<file path="config.mk">
export PLATFORM = sky130hd
export DESIGN_NAME = state_variable_filter_lanes
export DESIGN_NICKNAME = d
export VERILOG_FILES = /design/src/svf_pkg.sv /design/src/svf_lane_ram.sv /design/src/svf_seq.sv /design/src/svf_datapath.sv /design/src/state_variable_filter_lanes.sv
export SDC_FILE = /design/constraint.sdc
export NUM_CORES = 2
export LEC_CHECK = 0
export ABC_AREA = 1
export BUFFER_PORTS_ARGS = -buffer_cell sky130_fd_sc_hd__buf_2
export CORE_UTILIZATION = 55
export CTS_CLUSTER_DIAMETER = 30
export DETAILED_ROUTE_END_ITERATION = 8
export PLACE_DENSITY_LB_ADDON = 0.25
export SLEW_MARGIN = 20
export SYNTH_ARGS = -nofsm -noshare
export SYNTH_HDL_FRONTEND = slang
export SYNTH_SLANG_ARGS = --single-unit
</file>
<file path="constraint.sdc">
create_clock -name clk -period 6.7 [get_ports clk]
set_input_delay 1.34 -clock clk [delete_from_list [all_inputs] [get_ports clk]]
set_output_delay 1.34 -clock clk [all_outputs]
set_load 0.02 [all_outputs]
</file>
<file path="src/svf_pkg.sv">
// ----------------------------------------------------------------------------
// svf_pkg: shared types and constants for the state-variable filter
// Control word layout, microprogram table, fixed-point limits and saturation.
// ----------------------------------------------------------------------------
package svf_pkg;

    localparam int LANES_DEF = 16;
    localparam int PC_W      = 4;
    localparam int DATA_W    = 32;
    localparam int PROD_W    = 49;
    localparam int SUM_W     = 40;

    localparam logic [15:0] CUT_MIN = 16'd66;
    localparam logic [15:0] CUT_MAX = 16'd64881;
    localparam logic [15:0] Q_MIN   = 16'd205;

    typedef enum logic [1:0] {
        MUL_NONE,
        MUL_Q_BAND,
        MUL_F_HIGH,
        MUL_F_BAND
    } mul_sel_t;

    typedef enum logic [2:0] {
        ALU_NONE,
        ALU_WRAP,
        ALU_LOAD,
        ALU_HIGH,
        ALU_BAND,
        ALU_LOW
    } alu_op_t;

    typedef enum logic [1:0] {
        SEQ_NEXT,
        SEQ_WAIT_IN,
        SEQ_WHILE_WRAP,
        SEQ_WAIT_OUT
    } seq_t;

    typedef struct packed {
        logic             capture;
        logic             mem_rd;
        logic             mem_wr;
        logic             finish;
        mul_sel_t         mul;
        alu_op_t          alu;
        seq_t             seq;
        logic [PC_W-1:0]  target;
    } uword_t;

    typedef struct packed {
        logic in_valid;
        logic lane_big;
        logic out_free;
    } status_t;

    localparam logic [PC_W-1:0] PC_IDLE  = 4'd0;
    localparam logic [PC_W-1:0] PC_WRAP  = 4'd1;
    localparam logic [PC_W-1:0] PC_READ  = 4'd2;
    localparam logic [PC_W-1:0] PC_LOAD  = 4'd3;
    localparam logic [PC_W-1:0] PC_MULQ  = 4'd4;
    localparam logic [PC_W-1:0] PC_HIGH  = 4'd5;
    localparam logic [PC_W-1:0] PC_MULH  = 4'd6;
    localparam logic [PC_W-1:0] PC_BAND  = 4'd7;
    localparam logic [PC_W-1:0] PC_MULB  = 4'd8;
    localparam logic [PC_W-1:0] PC_LOW   = 4'd9;
    localparam logic [PC_W-1:0] PC_WRITE = 4'd10;

    // Microprogram: one control word per step.
    function automatic uword_t ucode(input logic [PC_W-1:0] pc);
        uword_t w;
        w = '0;
        case (pc)
            PC_IDLE:
            begin
                w.capture = 1'b1;
                w.seq     = SEQ_WAIT_IN;
            end
            PC_WRAP:
            begin
                w.alu = ALU_WRAP;
                w.seq = SEQ_WHILE_WRAP;
            end
            PC_READ:  w.mem_rd = 1'b1;
            PC_LOAD:  w.alu    = ALU_LOAD;
            PC_MULQ:  w.mul    = MUL_Q_BAND;
            PC_HIGH:  w.alu    = ALU_HIGH;
            PC_MULH:  w.mul    = MUL_F_HIGH;
            PC_BAND:  w.alu    = ALU_BAND;
            PC_MULB:  w.mul    = MUL_F_BAND;
            PC_LOW:   w.alu    = ALU_LOW;
            PC_WRITE:
            begin
                w.mem_wr = 1'b1;
                w.finish = 1'b1;
                w.seq    = SEQ_WAIT_OUT;
                w.target = PC_IDLE;
            end
            default:
            begin
                w.seq    = SEQ_WAIT_OUT;
                w.target = PC_IDLE;
            end
        endcase
        return w;
    endfunction

    function automatic logic signed [DATA_W-1:0] sat32(input logic signed [SUM_W-1:0] v);
        logic signed [SUM_W-1:0] hi;
        logic signed [SUM_W-1:0] lo;
        hi = 40'sd2147483647;
        lo = -40'sd2147483648;
        if (v > hi)
            return hi[DATA_W-1:0];
        else if (v < lo)
            return lo[DATA_W-1:0];
        else
            return v[DATA_W-1:0];
    endfunction

endpackage

</file>
<file path="src/svf_lane_ram.sv">
// ----------------------------------------------------------------------------
// svf_lane_ram: per-lane integrator store
// Low and band state memories with registered read and per-entry valid bits;
// an entry never written reads as zero.
// ----------------------------------------------------------------------------
module svf_lane_ram #(
    parameter int LANES = svf_pkg::LANES_DEF,
    parameter int IDX_W = 4
) (
    input  logic                               clk,
    input  logic                               rst_n,
    input  logic                               rd_en,
    input  logic                               wr_en,
    input  logic [IDX_W-1:0]                   addr,
    input  logic signed [svf_pkg::DATA_W-1:0]  wr_low,
    input  logic signed [svf_pkg::DATA_W-1:0]  wr_band,
    output logic signed [svf_pkg::DATA_W-1:0]  rd_low,
    output logic signed [svf_pkg::DATA_W-1:0]  rd_band
);

    logic signed [svf_pkg::DATA_W-1:0] low_mem  [LANES];
    logic signed [svf_pkg::DATA_W-1:0] band_mem [LANES];
    logic [LANES-1:0]                  valid_reg;
    logic                              rd_vld_reg;
    logic signed [svf_pkg::DATA_W-1:0] rd_low_reg;
    logic signed [svf_pkg::DATA_W-1:0] rd_band_reg;

    always_ff @(posedge clk)
    begin
        if (wr_en)
        begin
            low_mem[addr]  <= wr_low;
            band_mem[addr] <= wr_band;
        end
        if (rd_en)
        begin
            rd_low_reg  <= low_mem[addr];
            rd_band_reg <= band_mem[addr];
        end
    end

    always_ff @(posedge clk or negedge rst_n)
    begin
        if (!rst_n)
        begin
            valid_reg  <= '0;
            rd_vld_reg <= 1'b0;
        end
        else
        begin
            if (wr_en)
                valid_reg[addr] <= 1'b1;
            if (rd_en)
                rd_vld_reg <= valid_reg[addr];
        end
    end

    assign rd_low  = rd_vld_reg ? rd_low_reg  : '0;
    assign rd_band = rd_vld_reg ? rd_band_reg : '0;

endmodule

</file>
<file path="src/svf_seq.sv">
// ----------------------------------------------------------------------------
// svf_seq: microprogram sequencer
// Step counter over the control table with wait and loop conditions.
// ----------------------------------------------------------------------------
module svf_seq (
    input  logic              clk,
    input  logic              rst_n,
    input  svf_pkg::status_t  stat,
    output svf_pkg::uword_t   cw
);

    logic [svf_pkg::PC_W-1:0] pc_reg;
    logic [svf_pkg::PC_W-1:0] pc_next;

    assign cw = svf_pkg::ucode(pc_reg);

    always_comb
    begin
        case (cw.seq)
            svf_pkg::SEQ_NEXT:       pc_next = pc_reg + 1'b1;
            svf_pkg::SEQ_WAIT_IN:    pc_next = stat.in_valid ? pc_reg + 1'b1 : pc_reg;
            svf_pkg::SEQ_WHILE_WRAP: pc_next = stat.lane_big ? pc_reg : pc_reg + 1'b1;
            svf_pkg::SEQ_WAIT_OUT:   pc_next = stat.out_free ? cw.target : pc_reg;
            default:                 pc_next = svf_pkg::PC_IDLE;
        endcase
    end

    always_ff @(posedge clk or negedge rst_n)
    begin
        if (!rst_n)
            pc_reg <= svf_pkg::PC_IDLE;
        else
            pc_reg <= pc_next;
    end

endmodule

</file>
<file path="src/svf_datapath.sv">
// ----------------------------------------------------------------------------
// svf_datapath: filter datapath
// Operand registers, one shared 17x32 multiplier, rounding adder with
// saturation, and the output register.
// ----------------------------------------------------------------------------
module svf_datapath #(
    parameter int LANES = svf_pkg::LANES_DEF,
    parameter int IDX_W = 4
) (
    input  logic                               clk,
    input  logic                               rst_n,
    input  svf_pkg::uword_t                    cw,
    output svf_pkg::status_t                   stat,
    input  logic                               in_valid,
    input  logic signed [23:0]                 sample_in,
    input  logic [15:0]                        cutoff,
    input  logic [15:0]                        damping,
    input  logic [1:0]                         mode,
    input  logic [3:0]                         lane,
    output logic                               out_valid,
    input  logic                               out_ready,
    output logic signed [31:0]                 filtered_out,
    output logic [IDX_W-1:0]                   mem_idx,
    input  logic signed [svf_pkg::DATA_W-1:0]  rd_low,
    input  logic signed [svf_pkg::DATA_W-1:0]  rd_band,
    output logic signed [svf_pkg::DATA_W-1:0]  wr_low,
    output logic signed [svf_pkg::DATA_W-1:0]  wr_band
);

    localparam logic [1:0] MODE_BAND = 2'd1;
    localparam logic [1:0] MODE_HIGH = 2'd2;

    localparam int DW = svf_pkg::DATA_W;
    localparam int PW = svf_pkg::PROD_W;
    localparam int SW = svf_pkg::SUM_W;

    logic signed [DW-1:0] x_reg;
    logic [15:0]          f_reg;
    logic [15:0]          q_reg;
    logic [1:0]           mode_reg;
    logic [3:0]           lane_reg;
    logic signed [DW-1:0] low_reg;
    logic signed [DW-1:0] band_reg;
    logic signed [DW-1:0] high_reg;
    logic signed [PW-1:0] prod_reg;
    logic signed [DW-1:0] out_reg;
    logic                 out_valid_reg;

    logic [15:0]          f_clamp;
    logic [15:0]          q_clamp;
    logic                 lane_big;
    logic                 out_free;
    logic signed [16:0]   coef;
    logic signed [DW-1:0] mul_b;
    logic signed [PW-1:0] prod_next;
    logic signed [PW-1:0] p12;
    logic signed [PW-1:0] p16;
    logic signed [SW-1:0] r12;
    logic signed [SW-1:0] r16;
    logic signed [DW-1:0] high_next;
    logic signed [DW-1:0] band_next;
    logic signed [DW-1:0] low_next;
    logic signed [DW-1:0] sel;

    always_comb
    begin
        if (cutoff < svf_pkg::CUT_MIN)
            f_clamp = svf_pkg::CUT_MIN;
        else if (cutoff > svf_pkg::CUT_MAX)
            f_clamp = svf_pkg::CUT_MAX;
        else
            f_clamp = cutoff;
        q_clamp = (damping < svf_pkg::Q_MIN) ? svf_pkg::Q_MIN : damping;
    end

    assign lane_big = 32'(lane_reg) >= LANES;
    assign out_free = !out_valid_reg || out_ready;
    assign mem_idx  = IDX_W'(lane_reg);

    assign stat.in_valid = in_valid;
    assign stat.lane_big = lane_big;
    assign stat.out_free = out_free;

    // Shared multiplier operand selection.
    always_comb
    begin
        case (cw.mul)
            svf_pkg::MUL_Q_BAND:
            begin
                coef  = signed'({1'b0, q_reg});
                mul_b = band_reg;
            end
            svf_pkg::MUL_F_HIGH:
            begin
                coef  = signed'({1'b0, f_reg});
                mul_b = high_reg;
            end
            default:
            begin
                coef  = signed'({1'b0, f_reg});
                mul_b = band_reg;
            end
        endcase
        prod_next = coef * mul_b;
    end

    // Round to nearest by adding half an LSB, then an arithmetic shift (floor).
    assign p12 = (prod_reg + 49'sd2048) >>> 12;
    assign p16 = (prod_reg + 49'sd32768) >>> 16;
    assign r12 = signed'(p12[SW-1:0]);
    assign r16 = signed'(p16[SW-1:0]);

    assign high_next = svf_pkg::sat32(SW'(x_reg) - SW'(low_reg) - r12);
    assign band_next = svf_pkg::sat32(SW'(band_reg) + r16);
    assign low_next  = svf_pkg::sat32(SW'(low_reg) + r16);

    always_comb
    begin
        case (mode_reg)
            MODE_BAND: sel = band_reg;
            MODE_HIGH: sel = high_reg;
            default:   sel = low_reg;
        endcase
    end

    always_ff @(posedge clk)
    begin
        if (cw.capture && in_valid)
        begin
            x_reg    <= DW'(sample_in);
            f_reg    <= f_clamp;
            q_reg    <= q_clamp;
            mode_reg <= mode;
            lane_reg <= lane;
        end
        if (cw.mul != svf_pkg::MUL_NONE)
            prod_reg <= prod_next;
        case (cw.alu)
            svf_pkg::ALU_WRAP:
            begin
                if (lane_big)
                    lane_reg <= lane_reg - 4'(LANES);
            end
            svf_pkg::ALU_LOAD:
            begin
                low_reg  <= rd_low;
                band_reg <= rd_band;
            end
            svf_pkg::ALU_HIGH: high_reg <= high_next;
            svf_pkg::ALU_BAND: band_reg <= band_next;
            svf_pkg::ALU_LOW:  low_reg  <= low_next;
            default:
            begin
            end
        endcase
        if (cw.finish && out_free)
            out_reg <= sel;
    end

    always_ff @(posedge clk or negedge rst_n)
    begin
        if (!rst_n)
            out_valid_reg <= 1'b0;
        else if (cw.finish && out_free)
            out_valid_reg <= 1'b1;
        else if (out_ready)
            out_valid_reg <= 1'b0;
    end

    assign out_valid    = out_valid_reg;
    assign filtered_out = out_reg;
    assign wr_low       = low_reg;
    assign wr_band      = band_reg;

    // The state store is only addressed once the lane has been reduced.
    a_rd_in_range: assert property (@(posedge clk) disable iff (!rst_n)
        cw.mem_rd |-> !lane_big)
        else $error("state read with lane out of range");

    a_high_after_qmul: assert property (@(posedge clk) disable iff (!rst_n)
        (cw.alu == svf_pkg::ALU_HIGH) |-> ($past(cw.mul) == svf_pkg::MUL_Q_BAND))
        else $error("high computed without a fresh q*band product");

    a_out_from_finish: assert property (@(posedge clk) disable iff (!rst_n)
        $rose(out_valid_reg) |-> $past(cw.finish))
        else $error("result shown without a finish step");

    a_accept_leaves_idle: assert property (@(posedge clk) disable iff (!rst_n)
        (cw.capture && in_valid) |=> !cw.capture)
        else $error("sequencer stayed idle after a transfer");

endmodule

</file>
<file path="src/state_variable_filter_lanes.sv">
// ----------------------------------------------------------------------------
// state_variable_filter_lanes: multi-lane Chamberlin state-variable filter
// Fixed-point SVF with per-lane low and band integrators, microcoded.
// ----------------------------------------------------------------------------
// Each transfer carries a sample, cutoff, damping, output mode and lane. A
// short microprogram runs the item over one shared 17x32 multiplier and one
// rounding adder with saturation: q*band, high, f*high, band, f*band, low,
// then a write back of the lane's integrators. The result register is loaded
// at the write back step, and no new input is taken before the item is done.
// For LANES below 16 the lane wrap step repeats a subtraction of LANES until
// the lane number is below LANES. The microprogram runs capture, lane wrap,
// state read and load, three multiply and add pairs that each depend on the
// one before, and the write back. The result sits in an output register;
// while an earlier result is still waiting there, the sequencer holds at the
// write back step, and the next input is taken once the sequencer is back at
// its first step. Integrator state is zero after reset with no clearing pass.
module state_variable_filter_lanes #(
    parameter int LANES = svf_pkg::LANES_DEF
) (
    input  logic                clk,
    input  logic                rst_n,
    input  logic                in_valid,
    output logic                in_ready,
    input  logic signed [23:0]  sample_in,
    input  logic [15:0]         cutoff,
    input  logic [15:0]         damping,
    input  logic [1:0]          mode,
    input  logic [3:0]          lane,
    output logic                out_valid,
    input  logic                out_ready,
    output logic signed [31:0]  filtered_out
);

    localparam int IDX_W = (LANES > 1) ? $clog2(LANES) : 1;

    svf_pkg::uword_t                    cw;
    svf_pkg::status_t                   stat;
    logic [IDX_W-1:0]                   mem_idx;
    logic signed [svf_pkg::DATA_W-1:0]  rd_low;
    logic signed [svf_pkg::DATA_W-1:0]  rd_band;
    logic signed [svf_pkg::DATA_W-1:0]  wr_low;
    logic signed [svf_pkg::DATA_W-1:0]  wr_band;

    assign in_ready = cw.capture;

    svf_seq u_seq (
        .clk   (clk),
        .rst_n (rst_n),
        .stat  (stat),
        .cw    (cw)
    );

    svf_datapath #(
        .LANES (LANES),
        .IDX_W (IDX_W)
    ) u_dp (
        .clk          (clk),
        .rst_n        (rst_n),
        .cw           (cw),
        .stat         (stat),
        .in_valid     (in_valid),
        .sample_in    (sample_in),
        .cutoff       (cutoff),
        .damping      (damping),
        .mode         (mode),
        .lane         (lane),
        .out_valid    (out_valid),
        .out_ready    (out_ready),
        .filtered_out (filtered_out),
        .mem_idx      (mem_idx),
        .rd_low       (rd_low),
        .rd_band      (rd_band),
        .wr_low       (wr_low),
        .wr_band      (wr_band)
    );

    svf_lane_ram #(
        .LANES (LANES),
        .IDX_W (IDX_W)
    ) u_ram (
        .clk     (clk),
        .rst_n   (rst_n),
        .rd_en   (cw.mem_rd),
        .wr_en   (cw.mem_wr),
        .addr    (mem_idx),
        .wr_low  (wr_low),
        .wr_band (wr_band),
        .rd_low  (rd_low),
        .rd_band (rd_band)
    );

endmodule
</file>
==> out/metrics.yaml <==
clk_latency_ps: 930
maxSlewViolCount: 0
path_clk_slew_ps: 50
final-seq-area_um2: 40100
seq_area_frac_synth: 0.520
synthXorXnorAreaFrac: 0.0216
cp-start-kind: "register"
synth_cell_types: 53
h-tree-depth: 5
area_growth_pct: 24.7
cpMostUsedCell: "buf_4"
ys_ff_latch: 1338
rsz0062_at_grt: "yes"
vias: 59200
slowest_delay_ps: 560
synth_edf_count: 1316
synthAdderAreaFrac: 0.174
hp-class: "primary input to asynchronous set/reset pin"
dr.pass1.iters: 6
die_h_um: 376
setup_viol: 33
reg2reg_slack_ps: -320
synth_common_cells: "1316 x edfxtp_1, 1158 x nand2_1, 1028 x inv_1, 558 x a21oi_1, 550 x nor2_1"
grt_pass1_wl_mm: 383
fin_ws_ps: -315
synth_top_family_by_area: "adder cells"
outcome: "complete, but fails checks"
final_hold_viol_count: 0
violations: "setup timing"
fin_crit_ps: 7020
avgSynthCellArea_um2: 11.0
multi_input_area_um2: 34000
min_period_over_period: 1.05
via_per_inst: 6.04
cp-end-kind: "register"
layout.nets: 8569
yosys.area.top_type: "edfxtp_1"
synth_cells: 6997
cts_buffers: 275
async_flop_share: 0.0164
synth_top_area_share: 0.513
crit_fanout: 8
synth_compound_area_frac: 0.107
r2r_start: "u_seq.pc_reg[3]$_DFFE_PN0P_"
post_drt_wl_per_cell_um: 27.0
fp.dieW_um: 376
num_rows: 136
synth_nets: 7817
ys.warnings.count: 0
r2r_cells: 28
yosys-top-cells-area: "edfxtp_1 51%, fa_1 14%, nand2_1 5.6%"
drt-total-wl_mm: 265
start_util: 0.558
grtUsageTotal: 0.373
synthSimpleGateAreaFrac: 0.111
overflow: 0
cts_sinks: 1338
cts_tree: "done"
crit_arrival_ps: 7570
grt_pass1_vias: 59400
port_buffers: 99
finClkSkew_ps: 124
drc: 0
fillers: 9786
crit_type: "register to register"
die-area_um2: 142000
tightest_slew_ps: 1210
antenna_found_initial: 4
root_buffer: "clkbuf_16"
final_util: 0.695
slowest_stage: "fa_1"
fmax_ghz: 0.143
grt_max_degree: 156
layout-drive-gt1-share: 0.217
relSlewSlack: 0.191
core-area_um2: 138000
clk_path_buf_depth: 4
synth_ff_type: "edfxtp_1"
cp.required_ps: 7260
synth_area_um2: 77000
fin_setup_tns_ps: -5310
place_hpwl_mm: 179
synth_mux_area_frac: 0.000292
io_pins: 100
final_antenna_net_count: 0
place_congestion: 1.07
yosysMostFrequentCell: "edfxtp_1"
cap_violations: 0
drt_iter0_markers: 7288
reg2reg_to: "u_dp.prod_reg[18]$_DFFE_PP_"
[placed cells by master (no fill, tap or decap), types with 45 or more instances in the layout]
master        n
buf_2        99
edfxtp_1   1316
nor2_2       59
nand2_1    1086
nor2_4       53
xnor2_1      49
buf_12       54
nand3_1     110
buf_6        48
or4_1        65
clkbuf_16   287
o21ai_0      68
fa_1        490
a21oi_1     519
xor2_1      133
inv_2        84
nor2_1      451
nor3_1       50
a21oi_2      45
ha_1        192
inv_1       943
nand2_2      85
a22oi_1     517
buf_4       524
[worst max path at each step]
stage,from,endpoint,slack (ps),cells after the start
2_1_floorplan,u_seq.pc_reg[0]$_DFFE_PN0P_,u_dp.prod_reg[46]$_DFFE_PP_,3,26
3_3_place_gp,u_seq.pc_reg[0]$_DFFE_PN0P_,u_dp.prod_reg[29]$_DFFE_PP_,-930,28
3_5_place_dp,u_seq.pc_reg[0]$_DFFE_PN0P_,u_dp.prod_reg[29]$_DFFE_PP_,-1000,28
4_1_cts,u_seq.pc_reg[0]$_DFFE_PN0P_,u_dp.prod_reg[38]$_DFFE_PP_,-220,32
5_1_grt,u_seq.pc_reg[3]$_DFFE_PN0P_,u_dp.prod_reg[18]$_DFFE_PP_,-480,28
6_report,u_seq.pc_reg[3]$_DFFE_PN0P_,u_dp.prod_reg[18]$_DFFE_PP_,-320,28
[what timing repair did]
item,CTS,global route
hold buffers,0,0
buffers inserted,34,76
pin swaps,71,207
gates resized for setup,253,370
cloned,6,6
endpoints found under the setup margin,37,37
[stage by stage]
stage | setup WS (ps) | std cells | hold WS, ps | instance area (um^2)
after floorplan | 3.37 | 6997 | 427 | 77100
after global placement | -930 | 9214 | 440 | 83300
after detailed placement | -1000 | 9214 | 452 | 83300
after CTS | -219 | 9720 | 408 | 94000
after global routing | -481 | 9802 | 469 | 96000
final | -315 | 9806 | 453 | 96100
[layout make-up]
type | instances | share of cell area
sequential | 1338 | 0.417
multi-input combinational | 4333 | 0.354
clock buffer | 305 | 0.0741
timing repair buffer | 746 | 0.0677
inverter | 1055 | 0.0421
tap | 1863 | 0.0243
clock inverter | 162 | 0.0209
antenna | 4 | 0.000104
[worst max-delay path, delay by kind of cell, from the launching register on]
kind            cells  cell delay, ps
buf+inv            10            1360
xor+xnor            1             130
compound gates      3             470
simple gates        7             940
fa+ha+maj           7            3360
flops               1             420
[metal layers]
layer	vias to the layer above	part of all wire	track usage
li1	25400	-	-
met1	29600	0.39	0.508
met2	3583	0.46	0.584
met3	674	0.10	0.0744
met4	2	0.047	0.165
met5	-	0.000049	0
[kinds of logic (layout without fill, tap and decap cells)]
family | after synthesis | count (layout)
fa+ha+maj | 754 | 754
other cells | 0 | 4
xor+xnor | 190 | 190
mux | 2 | 2
compound gates | 1326 | 1326
buf+inv | 1326 | 2268
simple gates | 2061 | 2061
flops | 1338 | 1338
Power is not shown: default switching activity piles up to over one toggle a cycle in this logic, so the estimate is an artifact.
